[src/cdt_pkg.sv]
// ---------------------------------------------------------------------------
// Countdown timer package
// Shared types, event codes and time constants of the countdown timer.
// ---------------------------------------------------------------------------
package cdt_pkg;

    localparam int TIME_W   = 48;
    localparam int LAP_WRAP = 40;

    // Largest magnitude shown: just under thirty hours, in 1024 Hz ticks.
    localparam logic [TIME_W-1:0] CLAMP_TICKS = TIME_W'(30 * 60 * 60 * 1024 - 1);
    localparam logic [TIME_W-1:0] RESET_TICKS = TIME_W'(10 * 1024);

    typedef enum logic [2:0] {
        OP_TICK        = 3'd0,
        OP_ACTIVATE    = 3'd1,
        OP_LIGHT_REL   = 3'd2,
        OP_LIGHT_LONG  = 3'd3,
        OP_ALARM_PRESS = 3'd4,
        OP_MODE_REL    = 3'd5,
        OP_TIMEOUT     = 3'd6,
        OP_EXPIRY      = 3'd7
    } cdt_op_t;

    typedef enum logic [1:0] {
        NAV_STAY  = 2'd0,
        NAV_FIRST = 2'd1,
        NAV_NEXT  = 2'd2
    } cdt_nav_t;

    // Digit selector codes; off means the preset is not being edited.
    localparam logic [2:0] DIGIT_OFF      = 3'd0;
    localparam logic [2:0] DIGIT_SEC_ONES = 3'd1;
    localparam logic [2:0] DIGIT_SEC_TENS = 3'd2;
    localparam logic [2:0] DIGIT_MIN_ONES = 3'd3;
    localparam logic [2:0] DIGIT_MIN_TENS = 3'd4;
    localparam logic [2:0] DIGIT_HRS_ONES = 3'd5;
    localparam logic [2:0] DIGIT_HRS_TENS = 3'd6;

    typedef struct packed {
        cdt_op_t           operation;
        logic [TIME_W-1:0] now_ticks;
    } cdt_evt_t;

    typedef struct packed {
        logic [2:0]        edit_digit;
        logic              is_running;
        logic              repeat_on;
        logic [5:0]        lap_number;
        logic              overdue;
        logic [4:0]        view_hours;
        logic [5:0]        view_minutes;
        logic [5:0]        view_seconds;
        logic              alarm_pulse;
        cdt_nav_t          navigate;
        logic [TIME_W-1:0] wake_time;
        logic              wake_armed;
    } cdt_res_t;

    // State after one event, handed from the control logic to the display path.
    typedef struct packed {
        cdt_res_t          res;
        logic [TIME_W-1:0] now_ticks;
        logic [TIME_W-1:0] paused_left;
    } cdt_snap_t;

    typedef struct packed {
        logic [11:0] quot;
        logic [5:0]  rem;
    } cdt_div60_t;

endpackage

[src/cdt_if.sv]
// ---------------------------------------------------------------------------
// Countdown timer channels
// Valid/ready channels for the event stream and the result stream.
// ---------------------------------------------------------------------------
interface cdt_evt_if;
    import cdt_pkg::*;

    logic     valid;
    logic     ready;
    cdt_evt_t data;

    modport source (output valid, output data, input ready);
    modport sink   (input valid, input data, output ready);
endinterface

interface cdt_res_if;
    import cdt_pkg::*;

    logic     valid;
    logic     ready;
    cdt_res_t data;

    modport source (output valid, output data, input ready);
    modport sink   (input valid, input data, output ready);
endinterface

[src/cdt_state.sv]
// ---------------------------------------------------------------------------
// Countdown timer control state
// Holds the run state, preset and lap count, and applies one event per beat.
// ---------------------------------------------------------------------------
module cdt_state (
    input  logic                 clk,
    input  logic                 rst_n,
    input  logic                 fire,
    input  cdt_pkg::cdt_evt_t    evt,
    output cdt_pkg::cdt_snap_t   snap
);
    import cdt_pkg::*;

    logic              running_reg, running_next;
    logic              repeat_reg, repeat_next;
    logic [2:0]        digit_reg, digit_next;
    logic [4:0]        hours_reg, hours_next;
    logic [5:0]        mins_reg, mins_next;
    logic [5:0]        secs_reg, secs_next;
    logic [5:0]        lap_reg, lap_next;
    logic [TIME_W-1:0] target_reg, target_next;
    logic [TIME_W-1:0] paused_reg, paused_next;
    logic              wake_reg, wake_next;
    logic [TIME_W-1:0] preset_reg, preset_next;

    logic              alarm;
    cdt_nav_t          nav;
    logic [6:0]        lap_plus;
    logic [5:0]        lap_inc;
    logic [TIME_W-1:0] target_lap;
    logic [TIME_W:0]   start_sum;
    logic [TIME_W-1:0] pause_left;
    logic              lap_due;
    logic [16:0]       preset_secs;
    logic [6:0]        sec_tens;
    logic [6:0]        mins_tens;
    logic [5:0]        hrs_tens;
    logic [5:0]        hrs_ones;

    // Next value of a decimal ones digit: nine wraps back to zero.
    function automatic logic [5:0] ones_step(input logic [5:0] v);
        logic [13:0] prod;
        logic [2:0]  quot;
        logic [5:0]  rem;
        prod = 14'(v) * 14'd205;
        quot = prod[13:11];
        rem  = v - 6'({quot, 3'b000} + {quot, 1'b0});
        return (rem == 6'd9) ? v - 6'd9 : v + 6'd1;
    endfunction

    assign lap_plus   = {1'b0, lap_reg} + 7'd1;
    assign lap_inc    = (lap_plus >= 7'(LAP_WRAP)) ? 6'(lap_plus - 7'(LAP_WRAP))
                                                   : lap_plus[5:0];
    assign target_lap = target_reg + preset_reg;
    assign start_sum  = {1'b0, evt.now_ticks} + {1'b0, paused_reg};
    assign pause_left = target_reg - evt.now_ticks;
    assign lap_due    = (target_reg <= evt.now_ticks);
    assign sec_tens   = {1'b0, secs_reg} + 7'd10;
    assign mins_tens  = {1'b0, mins_reg} + 7'd10;
    assign hrs_tens   = {1'b0, hours_reg} + 6'd10;
    assign hrs_ones   = ones_step({1'b0, hours_reg});

    always_comb
    begin
        running_next = running_reg;
        repeat_next  = repeat_reg;
        digit_next   = digit_reg;
        hours_next   = hours_reg;
        mins_next    = mins_reg;
        secs_next    = secs_reg;
        lap_next     = lap_reg;
        target_next  = target_reg;
        paused_next  = paused_reg;
        wake_next    = wake_reg;
        alarm        = 1'b0;
        nav          = NAV_STAY;

        case (evt.operation)
            OP_ACTIVATE:
            begin
                digit_next = DIGIT_OFF;
            end
            OP_LIGHT_REL:
            begin
                if (digit_reg != DIGIT_OFF)
                begin
                    paused_next = preset_reg;
                    lap_next    = 6'd0;
                    digit_next  = DIGIT_OFF;
                end
                else if (!running_reg)
                begin
                    if (paused_reg == preset_reg)
                    begin
                        digit_next = DIGIT_SEC_ONES;
                    end
                    else
                    begin
                        paused_next = preset_reg;
                        lap_next    = 6'd0;
                    end
                end
            end
            OP_LIGHT_LONG:
            begin
                repeat_next = !repeat_reg;
                if (running_reg && lap_due)
                begin
                    lap_next    = lap_inc;
                    target_next = target_lap;
                    wake_next   = 1'b1;
                end
            end
            OP_ALARM_PRESS:
            begin
                if (digit_reg != DIGIT_OFF)
                begin
                    case (digit_reg)
                        DIGIT_SEC_ONES: secs_next = ones_step(secs_reg);
                        DIGIT_SEC_TENS: secs_next = (sec_tens >= 7'd60) ? 6'(sec_tens - 7'd60)
                                                                          : sec_tens[5:0];
                        DIGIT_MIN_ONES: mins_next = ones_step(mins_reg);
                        DIGIT_MIN_TENS: mins_next = (mins_tens >= 7'd60) ? 6'(mins_tens - 7'd60)
                                                                           : mins_tens[5:0];
                        DIGIT_HRS_ONES: hours_next = hrs_ones[4:0];
                        DIGIT_HRS_TENS: hours_next = (hrs_tens >= 6'd30) ? 5'(hrs_tens - 6'd30)
                                                                          : hrs_tens[4:0];
                        default: ;
                    endcase
                end
                else if (running_reg)
                begin
                    running_next = 1'b0;
                    paused_next  = pause_left;
                    wake_next    = 1'b0;
                end
                else
                begin
                    running_next = 1'b1;
                    target_next  = start_sum[TIME_W-1:0];
                    // No carry out means the new target did not wrap past now.
                    if (!start_sum[TIME_W])
                    begin
                        wake_next = 1'b1;
                    end
                end
            end
            OP_MODE_REL:
            begin
                if (digit_reg != DIGIT_OFF)
                begin
                    digit_next = (digit_reg >= DIGIT_HRS_TENS) ? DIGIT_SEC_ONES
                                                              : digit_reg + 3'd1;
                end
                else
                begin
                    nav = NAV_NEXT;
                end
            end
            OP_TIMEOUT:
            begin
                if (!running_reg)
                begin
                    nav = NAV_FIRST;
                end
            end
            OP_EXPIRY:
            begin
                alarm     = 1'b1;
                wake_next = 1'b0;
                if (repeat_reg)
                begin
                    lap_next    = lap_inc;
                    target_next = target_lap;
                    wake_next   = 1'b1;
                end
            end
            default: ;
        endcase
    end

    // The preset in ticks is kept alongside the digits so that comparisons
    // and lap additions never wait on the multiplication.
    assign preset_secs = 17'(hours_next) * 17'd3600 + 17'(mins_next) * 17'd60
                       + 17'(secs_next);
    assign preset_next = TIME_W'({preset_secs, 10'b0});

    always_ff @(posedge clk or negedge rst_n)
    begin
        if (!rst_n)
        begin
            running_reg <= 1'b0;
            repeat_reg  <= 1'b0;
            digit_reg   <= DIGIT_OFF;
            hours_reg   <= 5'd0;
            mins_reg    <= 6'd0;
            secs_reg    <= 6'd10;
            lap_reg     <= 6'd0;
            target_reg  <= '0;
            paused_reg  <= RESET_TICKS;
            wake_reg    <= 1'b0;
            preset_reg  <= RESET_TICKS;
        end
        else if (fire)
        begin
            running_reg <= running_next;
            repeat_reg  <= repeat_next;
            digit_reg   <= digit_next;
            hours_reg   <= hours_next;
            mins_reg    <= mins_next;
            secs_reg    <= secs_next;
            lap_reg     <= lap_next;
            target_reg  <= target_next;
            paused_reg  <= paused_next;
            wake_reg    <= wake_next;
            preset_reg  <= preset_next;
        end
    end

    always_comb
    begin
        snap.res.edit_digit   = digit_next;
        snap.res.is_running   = running_next;
        snap.res.repeat_on    = repeat_next;
        snap.res.lap_number   = lap_next;
        snap.res.overdue      = 1'b0;
        snap.res.view_hours   = hours_next;
        snap.res.view_minutes = mins_next;
        snap.res.view_seconds = secs_next;
        snap.res.alarm_pulse  = alarm;
        snap.res.navigate     = nav;
        snap.res.wake_time    = target_next;
        snap.res.wake_armed   = wake_next;
        snap.now_ticks        = evt.now_ticks;
        snap.paused_left      = paused_next;
    end

endmodule

[src/cdt_view.sv]
// ---------------------------------------------------------------------------
// Countdown timer display path
// Turns the time left into sign, hours, minutes and seconds through registered stages.
// ---------------------------------------------------------------------------
module cdt_view (
    input  logic               clk,
    input  logic               rst_n,
    input  logic               in_valid,
    output logic               in_ready,
    input  cdt_pkg::cdt_snap_t snap,
    cdt_res_if.source          res
);
    import cdt_pkg::*;

    logic              v1_reg, v2_reg, v3_reg, v4_reg, v5_reg;
    logic              rdy1, rdy2, rdy3, rdy4, rdy5;
    cdt_res_t          s1_res_reg, s2_res_reg, s3_res_reg, s4_res_reg, s5_res_reg;
    cdt_res_t          s3_res_next, s4_res_next, s5_res_next;
    logic [TIME_W-1:0] s1_now_reg, s1_paused_reg;
    logic [TIME_W-1:0] s2_left_reg, s2_left_next;
    logic [TIME_W-1:0] s2_mag, s2_clamped;
    logic [16:0]       s3_secs_reg;
    logic [10:0]       s4_mins_reg;
    cdt_div60_t        div_secs, div_mins;
    logic              editing3, editing4, editing5;

    // Quotient and remainder by sixty through a slightly low reciprocal;
    // the estimate is at most one short, fixed by one compare and subtract.
    function automatic cdt_div60_t div60(input logic [16:0] x);
        logic [32:0] prod;
        logic [11:0] q_est;
        logic [17:0] r_est;
        cdt_div60_t  d;
        prod  = 33'(x) * 33'd34952;
        q_est = prod[32:21];
        r_est = 18'(x) - (18'({q_est, 6'b0}) - 18'({q_est, 2'b0}));
        if (r_est >= 18'd60)
        begin
            d.quot = q_est + 12'd1;
            d.rem  = 6'(r_est - 18'd60);
        end
        else
        begin
            d.quot = q_est;
            d.rem  = r_est[5:0];
        end
        return d;
    endfunction

    assign rdy5     = !v5_reg || res.ready;
    assign rdy4     = !v4_reg || rdy5;
    assign rdy3     = !v3_reg || rdy4;
    assign rdy2     = !v2_reg || rdy3;
    assign rdy1     = !v1_reg || rdy2;
    assign in_ready = rdy1;

    assign s2_left_next = s1_res_reg.is_running ? s1_res_reg.wake_time - s1_now_reg
                                                : s1_paused_reg;

    assign editing3   = (s2_res_reg.edit_digit != DIGIT_OFF);
    assign s2_mag     = s2_left_reg[TIME_W-1] ? TIME_W'(0) - s2_left_reg : s2_left_reg;
    assign s2_clamped = (s2_mag > CLAMP_TICKS) ? CLAMP_TICKS : s2_mag;

    always_comb
    begin
        s3_res_next = s2_res_reg;
        if (!editing3)
        begin
            s3_res_next.overdue = s2_left_reg[TIME_W-1];
        end
    end

    assign editing4 = (s3_res_reg.edit_digit != DIGIT_OFF);
    assign div_secs = div60(s3_secs_reg);

    always_comb
    begin
        s4_res_next = s3_res_reg;
        if (!editing4)
        begin
            s4_res_next.view_seconds = div_secs.rem;
        end
    end

    assign editing5 = (s4_res_reg.edit_digit != DIGIT_OFF);
    assign div_mins = div60({6'b0, s4_mins_reg});

    always_comb
    begin
        s5_res_next = s4_res_reg;
        if (!editing5)
        begin
            s5_res_next.view_minutes = div_mins.rem;
            s5_res_next.view_hours   = div_mins.quot[4:0];
        end
    end

    always_ff @(posedge clk or negedge rst_n)
    begin
        if (!rst_n)
        begin
            v1_reg <= 1'b0;
            v2_reg <= 1'b0;
            v3_reg <= 1'b0;
            v4_reg <= 1'b0;
            v5_reg <= 1'b0;
        end
        else
        begin
            if (rdy1)
            begin
                v1_reg <= in_valid;
            end
            if (rdy2)
            begin
                v2_reg <= v1_reg;
            end
            if (rdy3)
            begin
                v3_reg <= v2_reg;
            end
            if (rdy4)
            begin
                v4_reg <= v3_reg;
            end
            if (rdy5)
            begin
                v5_reg <= v4_reg;
            end
        end
    end

    always_ff @(posedge clk)
    begin
        if (rdy1)
        begin
            s1_res_reg    <= snap.res;
            s1_now_reg    <= snap.now_ticks;
            s1_paused_reg <= snap.paused_left;
        end
        if (rdy2)
        begin
            s2_res_reg  <= s1_res_reg;
            s2_left_reg <= s2_left_next;
        end
        if (rdy3)
        begin
            s3_res_reg  <= s3_res_next;
            s3_secs_reg <= s2_clamped[26:10];
        end
        if (rdy4)
        begin
            s4_res_reg  <= s4_res_next;
            s4_mins_reg <= div_secs.quot[10:0];
        end
        if (rdy5)
        begin
            s5_res_reg <= s5_res_next;
        end
    end

    assign res.valid = v5_reg;
    assign res.data  = s5_res_reg;

endmodule

[src/countdown_timer_with_auto_repeat_core.sv]
// ---------------------------------------------------------------------------
// Countdown timer with auto-repeat
// Event-driven countdown timer with preset editing, lap count and display view.
// ---------------------------------------------------------------------------
//  channel  direction  payload                         handshake
//  evt      in         operation, now_ticks            valid / ready
//  res      out        view, flags, lap, wake request  valid / ready
//
// One result beat for every event beat. A new event is taken every cycle
// while the output accepts results; an event passes through the input
// register, the state update and four display stages (subtract,
// magnitude and clamp, and two divisions by sixty) to the output.
// Each stage holds its beat while the stage after it is full and stalled, so events keep
// flowing until every stage is occupied. Reset clears the valid flags and
// restores a paused ten-second preset.
module countdown_timer_with_auto_repeat_core (
    input  logic      clk,
    input  logic      rst_n,
    cdt_evt_if.sink   evt,
    cdt_res_if.source res
);
    import cdt_pkg::*;

    logic      evt_valid_reg;
    cdt_evt_t  evt_data_reg;
    logic      view_ready;
    logic      fire;
    cdt_snap_t snap;

    assign evt.ready = !evt_valid_reg || view_ready;
    assign fire      = evt_valid_reg && view_ready;

    always_ff @(posedge clk or negedge rst_n)
    begin
        if (!rst_n)
        begin
            evt_valid_reg <= 1'b0;
        end
        else if (evt.ready)
        begin
            evt_valid_reg <= evt.valid;
        end
    end

    always_ff @(posedge clk)
    begin
        if (evt.ready)
        begin
            evt_data_reg <= evt.data;
        end
    end

    cdt_state u_state (
        .clk   (clk),
        .rst_n (rst_n),
        .fire  (fire),
        .evt   (evt_data_reg),
        .snap  (snap)
    );

    cdt_view u_view (
        .clk      (clk),
        .rst_n    (rst_n),
        .in_valid (evt_valid_reg),
        .in_ready (view_ready),
        .snap     (snap),
        .res      (res)
    );

endmodule
[src/flat_wrapper.sv]
// flat-port wrapper written by rule: the top's interface ports become plain ports
module countdown_timer_with_auto_repeat_core_flat import cdt_pkg::*;
  (clk, rst_n, evt_valid, evt_data, evt_ready, res_valid, res_data, res_ready);
  cdt_evt_if evt_i ();
  cdt_res_if res_i ();
  input  logic clk;
  input  logic rst_n;
  input wire logic [$bits(evt_i.valid)-1:0] evt_valid;
  input wire logic [$bits(evt_i.data)-1:0] evt_data;
  output wire logic [$bits(evt_i.ready)-1:0] evt_ready;
  output wire logic [$bits(res_i.valid)-1:0] res_valid;
  output wire logic [$bits(res_i.data)-1:0] res_data;
  input wire logic [$bits(res_i.ready)-1:0] res_ready;
  assign evt_i.valid = evt_valid;
  assign evt_i.data = evt_data;
  assign evt_ready = evt_i.ready;
  assign res_valid = res_i.valid;
  assign res_data = res_i.data;
  assign res_i.ready = res_ready;
  countdown_timer_with_auto_repeat_core u_core (.clk(clk), .rst_n(rst_n), .evt(evt_i), .res(res_i));
endmodule
[config.mk]
export PLATFORM = sky130hd
export DESIGN_NAME = countdown_timer_with_auto_repeat_core_flat
export DESIGN_NICKNAME = d
export VERILOG_FILES = /design/src/cdt_pkg.sv /design/src/cdt_if.sv /design/src/cdt_state.sv /design/src/cdt_view.sv /design/src/countdown_timer_with_auto_repeat_core.sv /design/src/flat_wrapper.sv
export SDC_FILE = /design/constraint.sdc
export NUM_CORES = 2
export LEC_CHECK = 0
export BUFFER_PORTS_ARGS = -buffer_cell sky130_fd_sc_hd__buf_2
export CAP_MARGIN = 10
export CORE_ASPECT_RATIO = 1.1
export CORE_MARGIN = 3
export CORE_UTILIZATION = 45
export DETAILED_ROUTE_END_ITERATION = 16
export PLACE_DENSITY = 0.67
export SLEW_MARGIN = 20
export SYNTH_ARGS = -nofsm -noshare
export SYNTH_HDL_FRONTEND = slang
export SYNTH_SLANG_ARGS = --single-unit
[constraint.sdc]
create_clock -name clk -period 22.3 [get_ports clk]
set_input_delay 1.115 -clock clk [delete_from_list [all_inputs] [get_ports clk]]
set_output_delay 1.115 -clock clk [all_outputs]
set_load 0.02 [all_outputs]
==> results.py <==
metrics = {
    "sta": {
        "finalHoldViolCount": 0,
        "final.min_clock_period_ns": 10.97,
        "max_freq_ghz": 0.0912,
        "slew_headroom_pct": 24.8,
        "finalSetupTns_ns": 0,
        "drv_slew": 0,
        "fin_crit_sh_pct": 49.2,
        "setup_viol_count_final": 0,
        "rsz0062_at_grt": "no",
        "tightest_slew_ns": 1.12,
        "finalClockSkew_ns": 0.0289,
    },
    "drt": {
        "via_count": 34000,
        "drt_wl_total_microns": 122000,
        "ant_nets": 0,
        "route.detailed.drc": 0,
        "routed_via_density": 5.70,
        "drtIter0Drc": 2722,
        "firstDrtPassIters": 6,
        "wl_per_cell_microns": 20.4,
    },
    "critical_path": {
        "r2r.worst_path.cells": 40,
        "slowest_delay_ns": 0.65,
        "cp-end-kind": "flop",
        "critPathArrivalTime_ns": 11.47,
        "reg2reg_from": "u_core.u_state.mins_reg[3]",
        "r2r_slack_ns": 11.33,
        "critPathBufInv": 6,
        "cp.required_ns": 22.80,
        "path_depth": 40,
        "start_kind": "flop",
        "critPathMaxFanout": 9,
        "crit_path_end": "u_core.u_state.preset_reg[24]",
        "critical_path.top_delay_family": "adder cells",
        "crit_type": "reg2reg",
        "cp-startpoint": "u_core.u_state.mins_reg[3]",
        "reg2reg_to": "u_core.u_state.preset_reg[24]",
        "worst_path_max_delay_cell": "nor3_1",
    },
    "die": {
        "rows": 124,
        "start_util_pct": 45.6,
        "die_y_microns": 347,
        "ios": 138,
        "core_area_sq_um": 104000,
        "dieArea_sq_um": 109000,
        "die_w_microns": 316,
    },
    "placed_design": {
        "dp_hpwl_microns": 93700,
        "place_inst": 5820,
        "globalplace.congestion": 0.976,
        "io_buffers": 137,
    },
    "synth": {
        "synth_top_cell_by_area": "edfxtp_1",
        "synth_area_leaders": "edfxtp_1 (40%), ha_1 (12%), dfrtp_1 (7.4%)",
        "avgSynthCellArea_sq_um": 10.8,
        "synth_seq_cells": 772,
        "synth_edf_count": 626,
        "synth_area_sq_um": 47500,
        "synth_nets": 4969,
        "synthDistinctLibCells": 89,
        "netlist_top_cells_count": "edfxtp_1 (626), ha_1 (470), nand2_1 (427)",
        "ys_async_sr_fraction_pct": 18.9,
        "ys_warn_count": 0,
        "syn_inst": 4379,
        "ys.flop_type": "edfxtp_1",
        "synth_top_area_share_pct": 39.6,
        "yosysSeqAreaShare_pct": 47.3,
        "synth.most_common_cell": "edfxtp_1",
    },
    "clock_tree": {
        "holdBufCountCts": 0,
        "post-cts-setup-buffers": 0,
        "clk-insertion-delay-late_ns": 0.66,
        "cts_tree": "done",
        "clockBufferDepth": 3,
        "cts_max_level": 3,
        "cts.repair.resized": 0,
        "cts_sinks": 772,
        "cts-buffers-inserted": 79,
        "clock-root-buffer": "clkbuf_16",
        "clk_pin_slew_ns": 0.07,
    },
    "status": {
        "outcome": "complete, no violations",
    },
    "final_layout": {
        "syn_to_final_growth_pct": 10.6,
        "instances_no_fill": 5972,
        "layout.nets": 5105,
        "fillers": 9340,
        "layout-drive-gt1-share_pct": 9.19,
    },
    "worst_hold_path": {
        "hold_depth": 0,
        "holdCritPathClass": "reg2reg",
    },
    "grt": {
        "track_usage_pct": 22.2,
        "antenna_found_initial": 10,
        "grt_pass1_vias": 33200,
        "grt_overflow": 0,
        "grt_pass1_wl_microns": 190000,
        "grt_max_degree": 79,
    },
    "run": {
        "cap_viol_max_count": 0,
    },
}
[worst reg2reg max path: cells and delay by family, from the launching register on]
family / cells / cell delay [ns]
adder cells (fa/ha/maj): 12 / 4.83
AO/OA/AOI/OAI: 16 / 3.21
AND/OR/NAND/NOR: 3 / 1.08
buffers and inverters: 6 / 0.61
flip-flops: 1 / 0.55
XOR/XNOR: 3 / 0.54
[how the worst min path moves through the flow]
stage | endpoint | from
finish | u_core.u_view.s4_res_reg[71] | u_core.u_view.s3_res_reg[71]
global route | u_core.u_view.s2_res_reg[53] | u_core.u_view.s1_res_reg[53]
CTS | u_core.u_view.s2_res_reg[53] | u_core.u_view.s1_res_reg[53]
detailed placement | u_core.u_view.res.data[39] | u_core.u_view.s4_res_reg[39]
global placement | u_core.u_view.s3_res_reg[23] | u_core.u_view.s2_res_reg[23]
floorplan | u_core.u_view.res.data[0] | u_core.u_view.s4_res_reg[0]
[cells in the final DEF, fill, tap and decap left out, drive strengths merged, types with 17 or more instances in the layout]
cell,instances
a211oi,32
a21o,122
a21oi,266
a22o,37
a31oi,56
and2,21
and3,32
buf,169
clkbuf,93
clkinv,28
dfrtp,141
edfxtp,626
fa,65
ha,470
inv,396
mux2,68
mux2i,17
nand2,428
nand2b,50
nand3,77
nand4,40
nor2,210
nor2b,33
nor3,64
nor4,25
o211ai,27
o21a,41
o21ai,275
o21bai,40
o31a,17
o31ai,24
or2,18
or3,22
xnor2,188
xor2,119
[cells by family after synthesis]
logic type      synth area share (%)
xor+xnor                        5.76
flops                           47.3
mux                             1.97
fa+ha+maj                       15.1
buf+inv                         3.99
compound gates                  15.4
simple gates                    10.5
[routing by layer]
metal | part of all wire, % | wire (microns) | global-route usage (%)
met1 | 44 | 53500 | 30.6
met2 | 46 | 56100 | 35.8
met3 | 6.8 | 8310 | 3.28
met4 | 3.4 | 4180 | 7.74
met5 | 0.044 | 54 | 0
[metrics by stage]
step	hold slack (ns)	setup WS, ns	cell area (sq um)	util, %
4_1_cts	0.403	11.29	52500	50.4
3_5_place_dp	0.405	11.33	49800	47.7
5_1_grt	0.414	10.40	52500	50.4
3_3_place_gp	0.401	11.43	49800	47.7
6_report	0.408	11.33	52500	50.4
2_1_floorplan	0.400	12.57	47500	-
[cell type report]
type,instances,area [sq um],share of cell area (%)
clock inverters,54,689,1.31
multi-input cells,3107,23200,44.2
diodes,5,12.5,0.0238
well taps,1386,1730,3.30
clock buffers,93,2050,3.90
repair buffers,169,932,1.77
inverters,386,1450,2.77
flip-flops and latches,772,22500,42.7
Power is left out: the tool's default activity adds up to more than one toggle a clock period on the data nets, which glitch-free logic cannot reach.
